### src/rtl/core/ihex_pkg.sv
// shared types, codes and constants of the intel hex record parser
package ihex_pkg;

  localparam int MEM_BYTES    = 131072;
  localparam int TOKEN_DEPTH  = 4;
  localparam int RESULT_DEPTH = 2;

  localparam logic [20:0] MEM_LIMIT = 21'(MEM_BYTES);

  localparam logic [1:0] KIND_WRITE  = 2'd0;
  localparam logic [1:0] KIND_FINISH = 2'd1;
  localparam logic [1:0] KIND_ERROR  = 2'd2;

  localparam logic [2:0] ERR_START   = 3'd0;
  localparam logic [2:0] ERR_HEADER  = 3'd1;
  localparam logic [2:0] ERR_TYPE    = 3'd2;
  localparam logic [2:0] ERR_DISCONT = 3'd3;
  localparam logic [2:0] ERR_FIELD   = 3'd4;
  localparam logic [2:0] ERR_MEMORY  = 3'd5;

  localparam logic [7:0] REC_DATA    = 8'h00;
  localparam logic [7:0] REC_EOF     = 8'h01;
  localparam logic [7:0] REC_SEGMENT = 8'h02;
  localparam logic [7:0] REC_START   = 8'h03;

  localparam logic [7:0] CHAR_NL    = 8'h0a;
  localparam logic [7:0] CHAR_COLON = 8'h3a;
  localparam logic [7:0] CHAR_F     = 8'h46;

  typedef enum logic [2:0] {
    PH_START,
    PH_HEADER,
    PH_ENDCHK,
    PH_SEGMENT,
    PH_DATA_HI,
    PH_DATA_LO,
    PH_SKIP
  } phase_t;

  typedef struct packed {
    logic       is_end;
    logic       is_nl;
    logic       is_colon;
    logic       is_f;
    logic       hex_ok;
    logic [3:0] hex_val;
  } token_t;

  typedef struct packed {
    logic [1:0]  kind;
    logic [16:0] address;
    logic [7:0]  data_byte;
    logic [2:0]  error_code;
    logic [19:0] line_number;
    logic [19:0] last_address;
  } result_t;

endpackage

### src/rtl/core/ihex_fifo.sv
// small register queue shared by the token and result paths
module ihex_fifo #(
  parameter int WIDTH = 8,
  parameter int DEPTH = 2
) (
  input  logic             clk,
  input  logic             rst_n,
  input  logic             wr_en,
  input  logic [WIDTH-1:0] wr_data,
  output logic             full,
  input  logic             rd_en,
  output logic [WIDTH-1:0] rd_data,
  output logic             empty
);

  localparam int AW = (DEPTH > 1) ? $clog2(DEPTH) : 1;
  localparam int CW = $clog2(DEPTH + 1);

  logic [WIDTH-1:0] mem_r [DEPTH];
  logic [AW-1:0]    wptr_r, wptr_nxt;
  logic [AW-1:0]    rptr_r, rptr_nxt;
  logic [CW-1:0]    cnt_r, cnt_nxt;
  logic             do_wr, do_rd;

  assign full    = (cnt_r == CW'(DEPTH));
  assign empty   = (cnt_r == '0);
  assign do_wr   = wr_en && !full;
  assign do_rd   = rd_en && !empty;
  assign rd_data = mem_r[rptr_r];

  always_comb begin
    wptr_nxt = wptr_r;
    rptr_nxt = rptr_r;
    if (do_wr) begin
      wptr_nxt = (wptr_r == AW'(DEPTH - 1)) ? '0 : wptr_r + 1'b1;
    end
    if (do_rd) begin
      rptr_nxt = (rptr_r == AW'(DEPTH - 1)) ? '0 : rptr_r + 1'b1;
    end
    cnt_nxt = cnt_r + CW'(do_wr) - CW'(do_rd);
  end

  always_ff @(posedge clk) begin
    if (!rst_n) begin
      wptr_r <= '0;
      rptr_r <= '0;
      cnt_r  <= '0;
    end else begin
      wptr_r <= wptr_nxt;
      rptr_r <= rptr_nxt;
      cnt_r  <= cnt_nxt;
    end
  end

  always_ff @(posedge clk) begin
    if (do_wr) begin
      mem_r[wptr_r] <= wr_data;
    end
  end

endmodule

### src/rtl/core/ihex_front.sv
// front end: classifies incoming characters and queues them as tokens
module ihex_front
  import ihex_pkg::*;
#(
  parameter int DEPTH = TOKEN_DEPTH
) (
  input  logic       clk,
  input  logic       rst_n,
  input  logic       push,
  output logic       full,
  input  logic       in_command,
  input  logic [7:0] in_character,
  input  logic       tok_pop,
  output token_t     tok,
  output logic       tok_valid
);

  token_t                cls;
  logic [$bits(token_t)-1:0] tok_bits;
  logic                  tok_empty;
  logic                  is_digit, is_upper, is_lower;

  always_comb begin
    is_digit = (in_character >= 8'h30) && (in_character <= 8'h39);
    is_upper = (in_character >= 8'h41) && (in_character <= 8'h46);
    is_lower = (in_character >= 8'h61) && (in_character <= 8'h66);
    cls          = '0;
    cls.is_end   = in_command;
    cls.is_nl    = (in_character == CHAR_NL);
    cls.is_colon = (in_character == CHAR_COLON);
    cls.is_f     = (in_character == CHAR_F);
    cls.hex_ok   = is_digit || is_upper || is_lower;
    cls.hex_val  = is_digit ? in_character[3:0] : in_character[3:0] + 4'd9;
  end

  ihex_fifo #(
    .WIDTH($bits(token_t)),
    .DEPTH(DEPTH)
  ) u_tok_q (
    .clk    (clk),
    .rst_n  (rst_n),
    .wr_en  (push),
    .wr_data(cls),
    .full   (full),
    .rd_en  (tok_pop),
    .rd_data(tok_bits),
    .empty  (tok_empty)
  );

  assign tok       = token_t'(tok_bits);
  assign tok_valid = !tok_empty;

endmodule

### src/rtl/core/ihex_back.sv
// back end: record parser state machine that turns tokens into results
module ihex_back
  import ihex_pkg::*;
(
  input  logic    clk,
  input  logic    rst_n,
  input  token_t  tok,
  input  logic    tok_valid,
  output logic    tok_pop,
  input  logic    res_room,
  output logic    res_push,
  output result_t res
);

  localparam logic [3:0] POS_LEN      = 4'd2;
  localparam logic [3:0] POS_ADDR     = 4'd6;
  localparam logic [3:0] POS_TYPE     = 4'd8;
  localparam logic [3:0] POS_END_LAST = 4'd10;
  localparam logic [3:0] POS_SEG_LAST = 4'd12;

  phase_t      phase_r, phase_nxt;
  logic [3:0]  pos_r, pos_nxt;
  logic [3:0]  nib_r, nib_nxt;
  logic [15:0] acc_r, acc_nxt;
  logic [7:0]  bytes_r, bytes_nxt;
  logic [16:0] rec_addr_r, rec_addr_nxt;
  logic [16:0] exp_addr_r, exp_addr_nxt;
  logic        exp_valid_r, exp_valid_nxt;
  logic [19:0] seg_r, seg_nxt;
  logic [19:0] line_r, line_nxt;
  logic        stopped_r, stopped_nxt;

  logic        go;
  logic [15:0] acc_sh;
  logic [20:0] full_addr;
  logic [16:0] rec_inc;
  logic [19:0] last_addr;
  logic [2:0]  short_code;
  logic        ev_write, ev_finish, ev_error;
  logic [2:0]  ev_code;

  assign go        = tok_valid && res_room;
  assign tok_pop   = go;
  assign acc_sh    = {acc_r[11:0], tok.hex_val};
  assign full_addr = {1'b0, seg_r} + 21'(rec_addr_r);
  assign rec_inc   = rec_addr_r + 17'd1;
  assign last_addr = exp_valid_r ? seg_r + 20'(exp_addr_r) - 20'd1 : seg_r - 20'd2;

  always_comb begin
    case (phase_r)
      PH_START:  short_code = ERR_START;
      PH_HEADER: short_code = ERR_HEADER;
      PH_ENDCHK: short_code = ERR_TYPE;
      default:   short_code = ERR_FIELD;
    endcase
  end

  // result events
  always_comb begin
    ev_write  = 1'b0;
    ev_finish = 1'b0;
    ev_error  = 1'b0;
    ev_code   = ERR_START;
    if (go && !stopped_r) begin
      if (tok.is_end) begin
        if (phase_r == PH_SKIP || (phase_r == PH_START && pos_r == '0)) begin
          ev_finish = 1'b1;
        end else begin
          ev_error = 1'b1;
          ev_code  = short_code;
        end
      end else if (tok.is_nl) begin
        if (phase_r != PH_SKIP) begin
          ev_error = 1'b1;
          ev_code  = short_code;
        end
      end else begin
        case (phase_r)
          PH_START: begin
            if (!tok.is_colon) begin
              ev_error = 1'b1;
              ev_code  = ERR_START;
            end
          end
          PH_HEADER: begin
            if (!tok.hex_ok) begin
              ev_error = 1'b1;
              ev_code  = ERR_HEADER;
            end else if (pos_r == POS_TYPE) begin
              case (acc_sh[7:0])
                REC_DATA: begin
                  if (exp_valid_r && exp_addr_r != rec_addr_r) begin
                    ev_error = 1'b1;
                    ev_code  = ERR_DISCONT;
                  end
                end
                REC_EOF: begin
                  if (bytes_r != '0 || rec_addr_r != '0) begin
                    ev_error = 1'b1;
                    ev_code  = ERR_TYPE;
                  end
                end
                REC_SEGMENT, REC_START: begin
                end
                default: begin
                  ev_error = 1'b1;
                  ev_code  = ERR_TYPE;
                end
              endcase
            end
          end
          PH_ENDCHK: begin
            if (!tok.is_f) begin
              ev_error = 1'b1;
              ev_code  = ERR_TYPE;
            end else if (pos_r == POS_END_LAST) begin
              ev_finish = 1'b1;
            end
          end
          PH_SEGMENT, PH_DATA_HI: begin
            if (!tok.hex_ok) begin
              ev_error = 1'b1;
              ev_code  = ERR_FIELD;
            end
          end
          PH_DATA_LO: begin
            if (!tok.hex_ok) begin
              ev_error = 1'b1;
              ev_code  = ERR_FIELD;
            end else if (full_addr >= MEM_LIMIT) begin
              ev_error = 1'b1;
              ev_code  = ERR_MEMORY;
            end else begin
              ev_write = 1'b1;
            end
          end
          default: begin
          end
        endcase
      end
    end
  end

  always_comb begin
    res      = '0;
    res_push = ev_write || ev_finish || ev_error;
    if (ev_write) begin
      res.kind      = KIND_WRITE;
      res.address   = full_addr[16:0];
      res.data_byte = {nib_r, tok.hex_val};
    end else if (ev_finish) begin
      res.kind         = KIND_FINISH;
      res.last_address = last_addr;
    end else if (ev_error) begin
      res.kind        = KIND_ERROR;
      res.error_code  = ev_code;
      res.line_number = line_r;
    end
  end

  // next state
  always_comb begin
    phase_nxt     = phase_r;
    pos_nxt       = pos_r;
    nib_nxt       = nib_r;
    acc_nxt       = acc_r;
    bytes_nxt     = bytes_r;
    rec_addr_nxt  = rec_addr_r;
    exp_addr_nxt  = exp_addr_r;
    exp_valid_nxt = exp_valid_r;
    seg_nxt       = seg_r;
    line_nxt      = line_r;
    stopped_nxt   = stopped_r;
    if (go && !stopped_r) begin
      if (ev_finish || ev_error) begin
        stopped_nxt = 1'b1;
      end else if (tok.is_nl) begin
        if (line_r != '1) begin
          line_nxt = line_r + 20'd1;
        end
        phase_nxt = PH_START;
        pos_nxt   = '0;
      end else if (!tok.is_end) begin
        if (pos_r != '1) begin
          pos_nxt = pos_r + 4'd1;
        end
        case (phase_r)
          PH_START: begin
            acc_nxt   = '0;
            phase_nxt = PH_HEADER;
          end
          PH_HEADER: begin
            acc_nxt = acc_sh;
            if (pos_r == POS_LEN) begin
              bytes_nxt = acc_sh[7:0];
              acc_nxt   = '0;
            end else if (pos_r == POS_ADDR) begin
              rec_addr_nxt = {1'b0, acc_sh};
              acc_nxt      = '0;
            end else if (pos_r == POS_TYPE) begin
              acc_nxt = '0;
              case (acc_sh[7:0])
                REC_DATA: begin
                  exp_valid_nxt = 1'b1;
                  exp_addr_nxt  = rec_addr_r;
                  phase_nxt     = (bytes_r != '0) ? PH_DATA_HI : PH_SKIP;
                end
                REC_EOF:     phase_nxt = PH_ENDCHK;
                REC_SEGMENT: phase_nxt = PH_SEGMENT;
                REC_START:   phase_nxt = PH_SKIP;
                default: begin
                end
              endcase
            end
          end
          PH_SEGMENT: begin
            acc_nxt = acc_sh;
            if (pos_r == POS_SEG_LAST) begin
              seg_nxt       = {acc_sh, 4'b0000};
              acc_nxt       = '0;
              exp_valid_nxt = 1'b0;
              phase_nxt     = PH_SKIP;
            end
          end
          PH_DATA_HI: begin
            nib_nxt   = tok.hex_val;
            phase_nxt = PH_DATA_LO;
          end
          PH_DATA_LO: begin
            rec_addr_nxt = rec_inc;
            exp_addr_nxt = rec_inc;
            bytes_nxt    = bytes_r - 8'd1;
            phase_nxt    = (bytes_r != 8'd1) ? PH_DATA_HI : PH_SKIP;
          end
          default: begin
          end
        endcase
      end
    end
  end

  always_ff @(posedge clk) begin
    if (!rst_n) begin
      phase_r     <= PH_START;
      pos_r       <= '0;
      nib_r       <= '0;
      acc_r       <= '0;
      bytes_r     <= '0;
      rec_addr_r  <= '0;
      exp_addr_r  <= '0;
      exp_valid_r <= 1'b0;
      seg_r       <= '0;
      line_r      <= 20'd1;
      stopped_r   <= 1'b0;
    end else begin
      phase_r     <= phase_nxt;
      pos_r       <= pos_nxt;
      nib_r       <= nib_nxt;
      acc_r       <= acc_nxt;
      bytes_r     <= bytes_nxt;
      rec_addr_r  <= rec_addr_nxt;
      exp_addr_r  <= exp_addr_nxt;
      exp_valid_r <= exp_valid_nxt;
      seg_r       <= seg_nxt;
      line_r      <= line_nxt;
      stopped_r   <= stopped_nxt;
    end
  end

endmodule

### src/rtl/core/intel_hex_record_parser.sv
// intel hex record parser top level
// Characters of a hex file go in through a queue-style port: push with
// in_command 0 and the byte on in_character, or in_command 1 for end of
// input; an item is taken when push is high and full is low.
// Results come out of a second queue: while empty is low the oldest result
// sits on the out_ ports (byte write, finished or error) and pop takes it.
// An item is registered in the token queue and its result in the result queue
// before the result shows on out_. One item per cycle is sustained unless the
// result queue is full. Items wait in a token queue of TOKEN_DEPTH entries;
// results in a result queue of RESULT_DEPTH entries. When the receiver stalls,
// the result queue fills, the parser holds, the token queue fills, full rises.
// After a finished or error result the block drops all input until reset.
// Reset (synchronous, active low) empties both queues and returns the
// parser to the start of line one with segment base zero.
module intel_hex_record_parser
  import ihex_pkg::*;
#(
  parameter int TOKEN_DEPTH  = ihex_pkg::TOKEN_DEPTH,
  parameter int RESULT_DEPTH = ihex_pkg::RESULT_DEPTH
) (
  input  logic        clk,
  input  logic        rst_n,
  input  logic        push,
  output logic        full,
  input  logic        in_command,
  input  logic [7:0]  in_character,
  output logic        empty,
  input  logic        pop,
  output logic [1:0]  out_kind,
  output logic [16:0] out_address,
  output logic [7:0]  out_data_byte,
  output logic [2:0]  out_error_code,
  output logic [19:0] out_line_number,
  output logic [19:0] out_last_address
);

  token_t  tok;
  logic    tok_valid, tok_pop;
  logic    res_push, res_full;
  result_t res, res_head;
  logic [$bits(result_t)-1:0] res_bits;

  ihex_front #(
    .DEPTH(TOKEN_DEPTH)
  ) u_front (
    .clk         (clk),
    .rst_n       (rst_n),
    .push        (push),
    .full        (full),
    .in_command  (in_command),
    .in_character(in_character),
    .tok_pop     (tok_pop),
    .tok         (tok),
    .tok_valid   (tok_valid)
  );

  ihex_back u_back (
    .clk      (clk),
    .rst_n    (rst_n),
    .tok      (tok),
    .tok_valid(tok_valid),
    .tok_pop  (tok_pop),
    .res_room (!res_full),
    .res_push (res_push),
    .res      (res)
  );

  ihex_fifo #(
    .WIDTH($bits(result_t)),
    .DEPTH(RESULT_DEPTH)
  ) u_res_q (
    .clk    (clk),
    .rst_n  (rst_n),
    .wr_en  (res_push),
    .wr_data(res),
    .full   (res_full),
    .rd_en  (pop),
    .rd_data(res_bits),
    .empty  (empty)
  );

  assign res_head         = result_t'(res_bits);
  assign out_kind         = res_head.kind;
  assign out_address      = res_head.address;
  assign out_data_byte    = res_head.data_byte;
  assign out_error_code   = res_head.error_code;
  assign out_line_number  = res_head.line_number;
  assign out_last_address = res_head.last_address;

endmodule

### config.mk
export PLATFORM = sky130hd
export DESIGN_NAME = intel_hex_record_parser
export DESIGN_NICKNAME = d
export VERILOG_FILES = /design/src/rtl/core/ihex_pkg.sv /design/src/rtl/core/ihex_fifo.sv /design/src/rtl/core/ihex_front.sv /design/src/rtl/core/ihex_back.sv /design/src/rtl/core/intel_hex_record_parser.sv
export SDC_FILE = /design/constraint.sdc
export NUM_CORES = 1
export LEC_CHECK = 0
export BUFFER_PORTS_ARGS = -buffer_cell sky130_fd_sc_hd__buf_2
export CAP_MARGIN = 20
export CORE_MARGIN = 5
export CORE_UTILIZATION = 60
export DETAILED_ROUTE_END_ITERATION = 10
export GPL_TIMING_DRIVEN = 0
export MAX_ROUTING_LAYER = met4
export PLACE_DENSITY = 0.85
export RECOVER_POWER = 100
export SYNTH_ARGS = -nofsm -noshare
export SYNTH_HDL_FRONTEND = slang
export SYNTH_SLANG_ARGS = --single-unit
### constraint.sdc
create_clock -name clk -period 8.9 [get_ports clk]
set_input_delay 0.445 -clock clk [delete_from_list [all_inputs] [get_ports clk]]
set_output_delay 0.445 -clock clk [all_outputs]
set_load 0.01 [all_outputs]
==> impl_metrics.ini <==
[status]
status = complete, but fails checks
violations = max-capacitance violations, max-slew violations

[floorplanning]
die_x_microns = 172
die-area_sq_mm = 0.0295
coreArea_sq_mm = 0.0259
dieHeight_microns = 172
row_count = 59
initial_utilization_pct = 60.7
ioPinCount = 85

[yosys]
seq_area_frac_synth_pct = 48.5
synth_edf_count = 176
async_reset_ff_share_pct = 0
synth_cells = 1510
ys_seq_elements = 293
synthesis.nets = 1596
ys_warn_count = 0
synth_area_per_cell_sq_um = 10.4
ys.flop_type = edfxtp_1
synthesis.area_sq_mm = 0.0157
synth.distinct_cells = 80

[final_layout]
synthToLayoutAreaGrowth_pct = 11.7
ff_latch_area_sq_mm = 0.00763
postLayoutCoreUtil_pct = 67.8
postLayoutCellArea_sq_mm = 0.0176
fillers = 1980
final_nets = 1718
drive_gt1_share_pct = 10.3
multi_input_area_sq_mm = 0.00735

[timing]
tightestPinTransition_ns = 1.76
relSlewSlack_pct = -17.1
fin_crit_ns = 6.47
hold_viol = 0
drv_slew = 45
fin_crit_sh_pct = 72.7
rsz0062_at_grt = false
fin_skew_ns = 0.0364
setup_violations = 0
max_freq_mhz = 155

[setup_path]
worst-path-max-fanout = 29
crit_path_cell_trace = ha_1, fa_1, a211oi_1, o21ai_0, o31ai_1, o311a_1, mux2i_1, or3_1, nor4_1, o31a_1, clkbuf_1, buf_12
setup.worst_path.end_class = flip-flop
crit_type = reg -> reg
cp.depth = 12
r2r-end = u_res_q.mem_r[1][1]$_DFFE_PP_
r2r_setup_slack_ns = 2.43
r2r_start = u_back.rec_addr_r[4]$_SDFFE_PN0P_
startpoint_type = flip-flop
path_buf_inv = 2
cp_top_family = compound AO/OA/AOI/OAI gates
cpMaxStageDelayCell = clkbuf_1
rr_worst_depth = 12
cpPeakStageDelay_ns = 1.33
crit_arrival_ns = 6.72
crit_required_ns = 9.16

[global_routing]
track_usage_pct = 28.4
grt_max_degree = 32
grt_pass1_wl_mm = 64.6
antenna_found_initial = 1
overflow = 0
grt_pass1_vias = 11900

[cts]
cts_sinks = 293
cts.clk_slew.worst_paths_ns = 0.07
cts-resized-gates = 0
clockBufferDepth = 3
insertion_delay_ns = 0.59
h-tree-depth = 1
root_buffer = clkbuf_16
cts_tree = yes
post_cts.repair.setup_buffers = 0
postCtsHoldBufs = 0
cts_buffers = 30

[flow_run]
max_cap_violations = 2

[power_and_ir_drop]
p_seq_share_pct = 40.6
irDropWorstVdd_mv = 0.246
pwr-share-clk_pct = 28.8
p_total_mw = 4.74
pwr_density_cell_mw_per_mm2 = 270
sw_frac_of_total_pct = 33.6
comb_power_share_pct = 30.5
p_int_mw = 3.15
leakage_nw = 6.50
switchingPower_mw = 1.59

[min_path]
hold_depth = 1
min_from = in_command
worstHoldEndpoint = u_front.u_tok_q.mem_r[2][8]$_DFFE_PP_
min_path_type = in -> reg

[drt]
via_count = 12500
wl_per_cell_microns = 20.9
ant_nets = 0
viasPerCell = 6.28
dr.pass1.iters = 5
drt_iter0_markers = 1420
totalWireLength_mm = 41.6
drc_errors = 0

[placement]
io_buffers = 84
place_congestion = 0.973
dp_hpwl_mm = 30.6
placed_area_sq_mm = 0.0166
==> layer usage <==
metal | vias to the layer above | part of all wire [%] | GRT usage, % | routed length, microns
met3 | 106 | 8.9 | 4.44 | 3700
met5 | - | 0 | - | 0
li1 | 5757 | - | - | -
met2 | 636 | 46 | 44.8 | 19300
met1 | 6019 | 42 | 38.4 | 17400
met4 | 0 | 2.8 | 8.13 | 1160
==> worst max path at each step <==
stage,from,end,slack (ns)
global route,u_back.rec_addr_r[4]$_SDFFE_PN0P_,u_res_q.mem_r[1][1]$_DFFE_PP_,2.22
finish,u_back.rec_addr_r[4]$_SDFFE_PN0P_,u_res_q.mem_r[1][1]$_DFFE_PP_,2.43
floorplan,u_back.seg_r[4]$_SDFFE_PN0P_,u_res_q.mem_r[0][0]$_DFFE_PP_,2.08
global placement,u_back.seg_r[4]$_SDFFE_PN0P_,u_res_q.mem_r[0][1]$_DFFE_PP_,-0.42
CTS,u_back.rec_addr_r[4]$_SDFFE_PN0P_,u_res_q.mem_r[0][1]$_DFFE_PP_,3.16
detailed placement,u_back.rec_addr_r[4]$_SDFFE_PN0P_,u_res_q.mem_r[0][1]$_DFFE_PP_,3.39
==> power groups by stage <==
stage          Clock, mW  Combinational, mW  Sequential [mW]
2_1_floorplan          0              0.955             1.94
5_1_grt             1.44               1.56             1.95
3_5_place_dp           0               1.53             1.95
6_report            1.37               1.45             1.93
4_1_cts             1.38               1.54             1.92
3_3_place_gp           0               1.42             1.97
==> synth_stat cells, drive strengths merged, types with 28 or more instances <==
cell type | count | share of area (%)
a211oi | 37 | 1.8
a21oi | 69 | 2.3
and2 | 47 | 1.9
clkbuf | 68 | 1.6
dfxtp | 117 | 15
edfxtp | 176 | 34
ha | 70 | 5.6
inv | 87 | 2.1
mux2 | 71 | 5.1
mux2i | 32 | 2.0
nand2 | 103 | 2.5
nand3 | 41 | 1.3
nand4 | 28 | 1.1
nor2 | 130 | 3.1
nor3 | 33 | 1.1
o21ai | 56 | 1.9
xnor2 | 50 | 2.8
==> through the flow <==
step	setup WS (ns)	setup TNS (ns)	std cells	hold WS, ns
global route	2.22	0	1992	0.125
global placement	-0.422	-28.92	1929	0.444
finish	2.43	0	1993	0.136
floorplan	2.08	0	1510	0.434
detailed placement	3.39	0	1934	0.450
CTS	3.16	0	1990	0.0591
==> state kept, by name, indices dropped and copies added, names as in the netlist, 2 cells and up, named ones only <==
name                    cells
u_back.pos_r                4
u_res_q.mem_r             140
u_back.acc_r               12
u_front.u_tok_q.cnt_r       3
u_front.u_tok_q.wptr_r      2
u_front.u_tok_q.rptr_r      2
u_back.line_r              20
u_back.exp_addr_r          17
u_back.nib_r                4
u_back.rec_addr_r          17
u_front.u_tok_q.mem_r      36
u_res_q.cnt_r               2
u_back.bytes_r              8
u_back.seg_r               16
u_back.phase_r              3
==> cells in the final DEF (no fill, tap or decap), types with 20 or more instances in the layout <==
cell type	instances
edfxtp_1	176
clkbuf_1	153
nor2_1	130
dfxtp_1	117
nand2_1	103
inv_1	87
ha_1	70
a21oi_1	66
mux2_2	66
o21ai_0	55
xnor2_1	50
nand3_1	41
and2_0	39
a211oi_1	37
nor3_1	33
mux2i_1	32
clkbuf_16	30
nand4_1	28
nand2b_1	22
xor2_1	20
==> layout make-up <==
class                      instances  area share (%)
antenna                            2          0.0285
sequential                       293            43.4
inverter                          88            1.88
clock inverter                    21            1.68
timing repair buffer              90            2.29
buffer                            87            1.95
clock buffer                      35            4.50
tap                              335            2.39
multi-input combinational       1042            41.8
==> cell families after synthesis <==
kind of cell / synth area share [%]
AO/OA/AOI/OAI: 12.4
multiplexers: 8.56
AND/OR/NAND/NOR: 16.1
XOR/XNOR: 3.90
adder cells (fa/ha/maj): 5.95
buffers and inverters: 4.53
flip-flops: 48.5
No activity file was read; power rests on OpenSTA's default activity.
